**config.mk**
```make
export PLATFORM = sky130hd
export DESIGN_NAME = button_press_mode_controller_top
export DESIGN_NICKNAME = d
export VERILOG_FILES = /design/src/rtl/bpmc_pkg.sv /design/src/rtl/bpmc_btn.sv /design/src/rtl/bpmc_mode.sv /design/src/rtl/button_press_mode_controller_top.sv
export SDC_FILE = /design/constraint.sdc
export NUM_CORES = 1
export LEC_CHECK = 0
export BUFFER_PORTS_ARGS = -buffer_cell sky130_fd_sc_hd__buf_2
export CAP_MARGIN = 20
export CORE_MARGIN = 2
export CORE_UTILIZATION = 35
export CTS_BUF_LIST = sky130_fd_sc_hd__clkbuf_8 sky130_fd_sc_hd__clkbuf_16
export DETAILED_ROUTE_END_ITERATION = 16
export GPL_TIMING_DRIVEN = 0
export PLACE_DENSITY = 0.56
export SLEW_MARGIN = 20
export SYNTH_ARGS = -nofsm -noshare
export SYNTH_HDL_FRONTEND = slang
export SYNTH_SLANG_ARGS = --single-unit
```
**constraint.sdc**
```tcl
create_clock -name clk -period 9.3 [get_ports clk]
set_input_delay 1.86 -clock clk [delete_from_list [all_inputs] [get_ports clk]]
set_output_delay 1.86 -clock clk [all_outputs]
set_load 0.03 [all_outputs]
```
**src/rtl/bpmc_pkg.sv**
```systemverilog
// ----------------------------------------------------------------------------
// bpmc_pkg
// Shared types and constants for the button press mode controller.
// ----------------------------------------------------------------------------
package bpmc_pkg;

    localparam int CNT_W     = 10;
    localparam int CFG_W     = 10;
    localparam int CFG_IDX_W = 4;
    localparam int NUM_BTN   = 4;

    localparam logic [CNT_W-1:0] COUNT_MAX = {CNT_W{1'b1}};

    // configuration register indexes
    localparam logic [CFG_IDX_W-1:0] CFG_MIN_PRESS = 4'd0;
    localparam logic [CFG_IDX_W-1:0] CFG_HOLD      = 4'd1;

    localparam logic [CFG_W-1:0] MIN_PRESS_RESET = 10'd2;
    localparam logic [CFG_W-1:0] HOLD_RESET      = 10'd100;

    localparam int NUM_MODES_DEFAULT      = 6;
    localparam int NUM_DEEP_MODES_DEFAULT = 4;

    // button slots
    localparam int BTN_MODE     = 0;
    localparam int BTN_CAROUSEL = 1;
    localparam int BTN_SLEEP    = 2;
    localparam int BTN_STATS    = 3;

    typedef struct packed {
        logic mode_button;
        logic carousel_button;
        logic sleep_button;
        logic stats_button;
        logic usb_power;
    } item_t;

    typedef struct packed {
        logic [2:0] display_mode;
        logic [1:0] deep_mode;
        logic       carousel_on;
        logic       deep_sleep_on;
        logic       mode_event;
        logic       carousel_event;
        logic       stats_event;
        logic       sleep_event;
        logic       deep_layout;
    } result_t;

    // per-button status for the current item
    typedef struct packed {
        logic             now;
        logic             rise;
        logic             rel;
        logic             qual;
        logic [CNT_W-1:0] count;
    } btn_stat_t;

endpackage

```
**src/rtl/bpmc_btn.sv**
```systemverilog
// ----------------------------------------------------------------------------
// bpmc_btn
// One button: previous level, saturating hold counter and press qualifier.
// ----------------------------------------------------------------------------
module bpmc_btn (
    input  logic                           clk,
    input  logic                           rst_n,
    input  logic                           advance,
    input  logic                           level,
    input  logic [bpmc_pkg::CFG_W-1:0]     min_press_ticks,
    output bpmc_pkg::btn_stat_t            stat
);

    logic                        prev_reg;
    logic [bpmc_pkg::CNT_W-1:0]  count_reg;
    logic [bpmc_pkg::CNT_W-1:0]  count_next;

    always_comb
    begin
        count_next = count_reg;
        if (level && !prev_reg)
        begin
            count_next = '0;
        end
        else if (prev_reg && (count_reg != bpmc_pkg::COUNT_MAX))
        begin
            count_next = count_reg + 1'b1;
        end
    end

    always_comb
    begin
        stat.now   = level;
        stat.rise  = level && !prev_reg;
        stat.rel   = prev_reg && !level;
        stat.qual  = prev_reg && !level && (count_next >= min_press_ticks);
        stat.count = count_next;
    end

    always_ff @(posedge clk or negedge rst_n)
    begin
        if (!rst_n)
        begin
            prev_reg  <= 1'b0;
            count_reg <= '0;
        end
        else if (advance)
        begin
            prev_reg  <= level;
            count_reg <= count_next;
        end
    end

endmodule

```
**src/rtl/bpmc_mode.sv**
```systemverilog
// ----------------------------------------------------------------------------
// bpmc_mode
// Sleep hold, display indices, carousel flag and the result for each item.
// ----------------------------------------------------------------------------
module bpmc_mode #(
    parameter int NUM_MODES      = bpmc_pkg::NUM_MODES_DEFAULT,
    parameter int NUM_DEEP_MODES = bpmc_pkg::NUM_DEEP_MODES_DEFAULT
) (
    input  logic                                    clk,
    input  logic                                    rst_n,
    input  logic                                    advance,
    input  logic                                    usb_power,
    input  logic [bpmc_pkg::CFG_W-1:0]              hold_ticks,
    input  bpmc_pkg::btn_stat_t [bpmc_pkg::NUM_BTN-1:0] stat,
    output bpmc_pkg::result_t                       result_next
);

    logic       hold_fired_reg;
    logic       hold_fired_next;
    logic [2:0] normal_reg;
    logic [2:0] normal_next;
    logic [1:0] deep_reg;
    logic [1:0] deep_next;
    logic       carousel_reg;
    logic       carousel_next;
    logic       deep_sleep_reg;
    logic       deep_sleep_next;

    logic       fired_base;
    logic       fire;
    logic       layout;
    logic       mode_qual;
    logic [3:0] normal_inc;
    logic [2:0] deep_inc;

    always_comb
    begin
        // a new press clears the fired mark before the threshold test
        fired_base = stat[bpmc_pkg::BTN_SLEEP].rise ? 1'b0 : hold_fired_reg;
        fire = stat[bpmc_pkg::BTN_SLEEP].now && !fired_base &&
               (stat[bpmc_pkg::BTN_SLEEP].count >= hold_ticks);
        hold_fired_next = stat[bpmc_pkg::BTN_SLEEP].rel ? 1'b0 : (fire | fired_base);

        deep_sleep_next = deep_sleep_reg ^ fire;
        layout          = deep_sleep_next && !usb_power;
        mode_qual       = stat[bpmc_pkg::BTN_MODE].qual;

        normal_next = fire ? 3'd0 : normal_reg;
        deep_next   = fire ? 2'd0 : deep_reg;
        normal_inc  = {1'b0, normal_next} + 4'd1;
        deep_inc    = {1'b0, deep_next} + 3'd1;

        if (mode_qual)
        begin
            if (layout)
            begin
                deep_next = (deep_inc >= 3'(NUM_DEEP_MODES)) ? 2'd0 : deep_inc[1:0];
            end
            else
            begin
                normal_next = (normal_inc >= 4'(NUM_MODES)) ? 3'd0 : normal_inc[2:0];
            end
        end

        carousel_next = carousel_reg ^ stat[bpmc_pkg::BTN_CAROUSEL].qual;

        result_next.display_mode   = normal_next;
        result_next.deep_mode      = deep_next;
        result_next.carousel_on    = carousel_next;
        result_next.deep_sleep_on  = deep_sleep_next;
        result_next.mode_event     = mode_qual;
        result_next.carousel_event = stat[bpmc_pkg::BTN_CAROUSEL].qual;
        result_next.stats_event    = stat[bpmc_pkg::BTN_STATS].qual;
        result_next.sleep_event    = fire;
        result_next.deep_layout    = layout;
    end

    always_ff @(posedge clk or negedge rst_n)
    begin
        if (!rst_n)
        begin
            hold_fired_reg <= 1'b0;
            normal_reg     <= '0;
            deep_reg       <= '0;
            carousel_reg   <= 1'b0;
            deep_sleep_reg <= 1'b0;
        end
        else if (advance)
        begin
            hold_fired_reg <= hold_fired_next;
            normal_reg     <= normal_next;
            deep_reg       <= deep_next;
            carousel_reg   <= carousel_next;
            deep_sleep_reg <= deep_sleep_next;
        end
    end

    a_sleep_toggles: assert property (@(posedge clk) disable iff (!rst_n)
        (advance && fire) |=> (deep_sleep_reg != $past(deep_sleep_reg)))
        else $error("sleep fire did not toggle deep sleep");

    a_sleep_clears: assert property (@(posedge clk) disable iff (!rst_n)
        (advance && fire && !mode_qual) |=> (normal_reg == 3'd0 && deep_reg == 2'd0))
        else $error("sleep fire did not clear display indices");

    a_normal_range: assert property (@(posedge clk) disable iff (!rst_n)
        ({1'b0, normal_reg} < 4'(NUM_MODES)))
        else $error("normal index out of range");

    a_deep_range: assert property (@(posedge clk) disable iff (!rst_n)
        ({1'b0, deep_reg} < 3'(NUM_DEEP_MODES)))
        else $error("deep index out of range");

    a_hold_when_idle: assert property (@(posedge clk) disable iff (!rst_n)
        !advance |=> ($stable(normal_reg) && $stable(deep_reg) &&
                      $stable(carousel_reg) && $stable(deep_sleep_reg)))
        else $error("mode state changed without an item");

endmodule

```
**src/rtl/button_press_mode_controller_top.sv**
```systemverilog
// ----------------------------------------------------------------------------
// button_press_mode_controller_top
// Poll-tick button controller: short presses, sleep hold, display modes.
// ----------------------------------------------------------------------------
// Pipeline: an accepted item is held in the input register; its result is
// then captured in the result register.
// Throughput: one item per cycle while result_stall is low; the update is
// a single pass of logic between the input and result registers.
// Reset: asynchronous, active low; clears all button and mode state and
// loads min_press_ticks = 2, hold_ticks = 100.
module button_press_mode_controller_top #(
    parameter int NUM_MODES      = bpmc_pkg::NUM_MODES_DEFAULT,
    parameter int NUM_DEEP_MODES = bpmc_pkg::NUM_DEEP_MODES_DEFAULT
) (
    input  logic                               clk,
    input  logic                               rst_n,
    input  logic                               item_valid,
    output logic                               item_stall,
    input  bpmc_pkg::item_t                    item,
    output logic                               result_valid,
    input  logic                               result_stall,
    output bpmc_pkg::result_t                  result,
    input  logic                               cfg_valid,
    output logic                               cfg_ready,
    input  logic [bpmc_pkg::CFG_IDX_W-1:0]     cfg_index,
    input  logic [bpmc_pkg::CFG_W-1:0]         cfg_data
);

    logic [bpmc_pkg::CFG_W-1:0] min_press_reg;
    logic [bpmc_pkg::CFG_W-1:0] hold_reg;

    bpmc_pkg::item_t    item_reg;
    logic               item_valid_reg;
    bpmc_pkg::result_t  result_reg;
    bpmc_pkg::result_t  result_next;
    logic               result_valid_reg;

    logic               advance;
    logic               load;
    logic [bpmc_pkg::NUM_BTN-1:0]                levels;
    bpmc_pkg::btn_stat_t [bpmc_pkg::NUM_BTN-1:0] stat;

    assign cfg_ready = 1'b1;

    always_ff @(posedge clk or negedge rst_n)
    begin
        if (!rst_n)
        begin
            min_press_reg <= bpmc_pkg::MIN_PRESS_RESET;
            hold_reg      <= bpmc_pkg::HOLD_RESET;
        end
        else if (cfg_valid)
        begin
            case (cfg_index)
                bpmc_pkg::CFG_MIN_PRESS: min_press_reg <= cfg_data;
                bpmc_pkg::CFG_HOLD:      hold_reg      <= cfg_data;
                default:                 ;
            endcase
        end
    end

    // move the held item on whenever the result slot is free or draining
    assign advance    = item_valid_reg && (!result_valid_reg || !result_stall);
    assign item_stall = item_valid_reg && !advance;
    assign load       = item_valid && !item_stall;

    always_ff @(posedge clk or negedge rst_n)
    begin
        if (!rst_n)
        begin
            item_valid_reg   <= 1'b0;
            result_valid_reg <= 1'b0;
        end
        else
        begin
            if (load)
            begin
                item_valid_reg <= 1'b1;
            end
            else if (advance)
            begin
                item_valid_reg <= 1'b0;
            end

            if (advance)
            begin
                result_valid_reg <= 1'b1;
            end
            else if (!result_stall)
            begin
                result_valid_reg <= 1'b0;
            end
        end
    end

    always_ff @(posedge clk)
    begin
        if (load)
        begin
            item_reg <= item;
        end
        if (advance)
        begin
            result_reg <= result_next;
        end
    end

    always_comb
    begin
        levels[bpmc_pkg::BTN_MODE]     = item_reg.mode_button;
        levels[bpmc_pkg::BTN_CAROUSEL] = item_reg.carousel_button;
        levels[bpmc_pkg::BTN_SLEEP]    = item_reg.sleep_button;
        levels[bpmc_pkg::BTN_STATS]    = item_reg.stats_button;
    end

    for (genvar g = 0; g < bpmc_pkg::NUM_BTN; g++)
    begin : g_btn
        bpmc_btn u_btn (
            .clk             (clk),
            .rst_n           (rst_n),
            .advance         (advance),
            .level           (levels[g]),
            .min_press_ticks (min_press_reg),
            .stat            (stat[g])
        );
    end

    bpmc_mode #(
        .NUM_MODES      (NUM_MODES),
        .NUM_DEEP_MODES (NUM_DEEP_MODES)
    ) u_mode (
        .clk         (clk),
        .rst_n       (rst_n),
        .advance     (advance),
        .usb_power   (item_reg.usb_power),
        .hold_ticks  (hold_reg),
        .stat        (stat),
        .result_next (result_next)
    );

    assign result_valid = result_valid_reg;
    assign result       = result_reg;

endmodule
```
==> qor.csv <==
stage;metric;value;unit
outcome;run status;complete, no violations;
clock_network;clock transition at the registers of the reported paths;0.07;ns
cells_and_area;Antenna Cells;0;
cells_and_area;layout cells sized above 1;11.29;%
global_routing;first-pass GRT wire length;23.87;mm
sta;Fmax achieved;208.2;MHz
clock_network;CTS H-tree depth;3;
yosys;async set or reset register ratio after synthesis;81.32;%
clock_network;clock latency on the worst-skew pair;0.36;ns
sta;Slew headroom;44.98;%
placement;post-DP HPWL;10.62;mm
drt;Vias;4781;
yosys;area fraction of the dominant cell type after synthesis;30.57;%
yosys;synthesized net count;697;
drt;DR WL/cell;16.01;um
setup_path;reg2reg path depth;19;
yosys;cell count after synthesis;628;
setup_path;critical-path cell list;clkbuf_1 > and4_1 > and4_1 > a21oi_1 > nand3_1 > xor2_1 > nor2_1 > ha_1 > nand4_1 > o21ai_0 > a21o_1 > nand2_1 > and2_1 > ha_1 > nand2b_1 > nor3_1 > nand3_1 > or3_1 > o211ai_1;
setup_path;crit-path max FO;9;
setup_path;Setup crit end kind;flop;
setup_path;Setup CP Type;reg -> reg;
placement;dpl ws;4.549;ns
yosys;register area share after synthesis;41.31;%
drt;via/cell ratio;5.324;
cells_and_area;Area Overhead vs Synth;13.19;%
yosys;FF+latch count, synth;91;
sta;min Tclk post-route;4.802;ns
yosys;syn_area_per_cell;9.125;um2
setup_path;CP max stage delay;0.55;ns
clock_network;Sinks on Clock Net;91;
sta;Slew Viols, Final;0;
sta;setup TNS;0;ns
setup_path;Req. time, crit path;9.57;ns
placement;Buffers on Ports;37;
placement;RePlAce Congestion;0.8902;
clock_network;post-cts sizing count;0;
yosys;post-synth top area cell;dfrtp_1;
floorplanning;die area;17410;um2
setup_path;crit path capture;u_mode.normal_reg[2];
clock_network;cts hold-fix bufs;0;
yosys;ranking of synthesized cells by area;dfrtp_1 (31%), ha_1 (9.8%), edfxtp_1 (8.9%);
sta;Final WS setup;4.498;ns
floorplanning;die height;132.0;um
setup_path;startpoint type of the worst setup path;flop;
sta;period utilisation layout;51.64;%
global_routing;largest net degree at the start of global routing;45;
yosys;Syn. warnings;0;
hold_path;worst min-delay path class;reg -> reg;
drt;Post-DRT Antenna Nets;0;
sta;final hold vios;0;
yosys;number of flops mapped to enable cells by yosys;17;
setup_path;reg-to-reg endpoint;u_mode.normal_reg[2];
clock_network;CTS tree;done;
sta;unrepaired setup endpoints after global routing;false;
setup_path;reg-to-reg setup timing slack;4.50;ns
yosys;synth unique cells;52;
floorplanning;Rows;46;
setup_path;reg-to-reg startpoint;g_btn[2].u_btn.count_reg[3];
setup_path;slowest stage cell on the critical path;a21oi_1;
power_and_ir_drop;worst vdd ir;0.1192;mV
cells_and_area;max reg flops;40;
sta;Clock Skews;0.01265;ns
power_and_ir_drop;pwr dens;180.8;nW/um2
clock_network;Root Driver;clkbuf_16;
global_routing;antenna violations before repair;0;
clock_network;Setup Buffers After CTS;0;
setup_path;crit path from;g_btn[2].u_btn.count_reg[3];
floorplanning;I/O pin count;39;
global_routing;Global Route Usage Sum;17.22;%
drt;DRC errors left;0;
cells_and_area;Layout Nets;746;
floorplanning;die width;132.0;um
drt;DRT Pass-1 Iters;5;
sta;Worst Max-Slew Pin Slew;0.8185;ns
clock_network;total CTS buffers;9;
floorplanning;total core area;15940;um2
flow_run;max-capacitance violation count;0;
global_routing;Congestion Overflow GR;0;
clock_network;Longest Clk Path Bufs;2;
yosys;Netlist Area Pre-Place;5730;um2
yosys;predominant post-synthesis flop cell;dfrtp_1;
power_and_ir_drop;P_leak;2.930;nW
global_routing;number of global-route vias before repair;4802;
drt;initial DRC count;251;
drt;final wirelength;14.38;mm
hold_path;Hold Path Origin;u_mode.carousel_reg;
floorplanning;initial core utilization;35.94;%
sta;Setup violations, final;0;
setup_path;Data arrival, critical path;5.07;ns
cell usage in the layout, fill, tap and decap left out, drive strengths merged, types with 6 or more instances in the layout:
master  instances
ha             45
edfxtp         17
buf            41
nand3          19
a21oi          30
a22o           11
o31ai          21
inv            31
and4            6
dfrtp          70
nand2b         14
nor3            9
mux2           15
clkbuf         35
nor2           58
nand4           9
nor2b          10
a21o            7
and2            6
xor2           17
nand2          73
xnor2          19
o21ai          54
a31oi           9
and3           13
metrics by stage:
step | hold slack, ns | area [um2] | power, mW | std cells | util, %
finish | 0.4829 | 6486 | 1.173 | 898 | 40.68
global route | 0.5291 | 6486 | 1.254 | 898 | 40.68
CTS | 0.4922 | 6486 | 1.186 | 898 | 40.68
detailed placement | 0.4786 | 6217 | 0.8350 | 882 | 39.00
global placement | 0.4743 | 6186 | 0.8209 | 881 | 38.80
floorplan | 0.4564 | 5731 | 0.7354 | 628 | -
cell families after synthesis:
| group | count (synthesis) | synth area share [%] |
|---|---|---|
| simple gates | 227 | 19.13 |
| compound gates | 153 | 16.72 |
| flops | 91 | 41.31 |
| buf+inv | 56 | 3.799 |
| fa+ha+maj | 45 | 9.825 |
| xor+xnor | 36 | 5.502 |
| mux | 19 | 3.646 |
| other cells | 1 | 0.06544 |
cell usage after synthesis, drive strengths merged, types with 2 or more instances:
| library cell | instances |
|---|---|
| nand2 | 73 |
| dfrtp | 70 |
| nor2 | 58 |
| o21ai | 54 |
| ha | 45 |
| a21oi | 30 |
| inv | 27 |
| clkbuf | 26 |
| o31ai | 21 |
| nand3 | 19 |
| xnor2 | 19 |
| edfxtp | 17 |
| xor2 | 17 |
| mux2 | 15 |
| nand2b | 14 |
| and3 | 13 |
| a22o | 11 |
| nor2b | 10 |
| a31oi | 9 |
| nand4 | 9 |
| nor3 | 9 |
| a21o | 7 |
| and2 | 6 |
| and4 | 6 |
| dfstp | 4 |
| mux2i | 4 |
| a211o | 3 |
| buf | 3 |
| nor4 | 3 |
| a211oi | 2 |
| a41oi | 2 |
| o211ai | 2 |
| o21a | 2 |
| o22ai | 2 |
| o2bb2ai | 2 |
| or3 | 2 |
worst max-delay path, delay by kind of cell (launching register included):
kind                       cells  cell delay (ns)
AOI/OAI and AO/OA              4             1.25
xor gates and xnor gates       1             0.22
adders and majority gates      2             0.62
buffers and inverters          1             0.20
DFF                            1             0.36
and+or+nand+nor               11             2.06
how the worst min path moves through the flow:
stage	endpoint	slack [ns]	cells after the start
after floorplan	result_valid	0.46	1
after global placement	result_valid	0.47	1
after detailed placement	u_mode.carousel_reg	0.48	1
after CTS	u_mode.carousel_reg	0.49	1
after global routing	u_mode.carousel_reg	0.53	1
final	u_mode.carousel_reg	0.48	1
per-layer routing:
metal  vias to the layer above  share of wire, %  global-route usage (%)
li1                       2341                 -                       -
met1                      2311                47                   21.99
met2                       105                47                   28.30
met3                        24               4.3                   4.268
met4                         0               1.8                   6.220
met5                         -                 0                       0
layout make-up:
type / instances / area [um2]
fill: 1613 / 9457
sequential: 91 / 2367
multi-input combinational: 481 / 3146
inverter: 27 / 101.3
clock buffer: 9 / 225.2
timing repair buffer: 38 / 215.2
tap: 216 / 270.3
clock inverter: 7 / 43.79
buffer: 29 / 117.6
where the power goes:
| part | internal [mW] | switching (mW) | total (mW) |
|---|---|---|---|
| clock | 0.180 | 0.165 | 0.345 |
| combinational | 0.125 | 0.192 | 0.318 |
| sequential | 0.467 | 0.0433 | 0.510 |
Note: power is estimated with default switching activity, not from simulation.
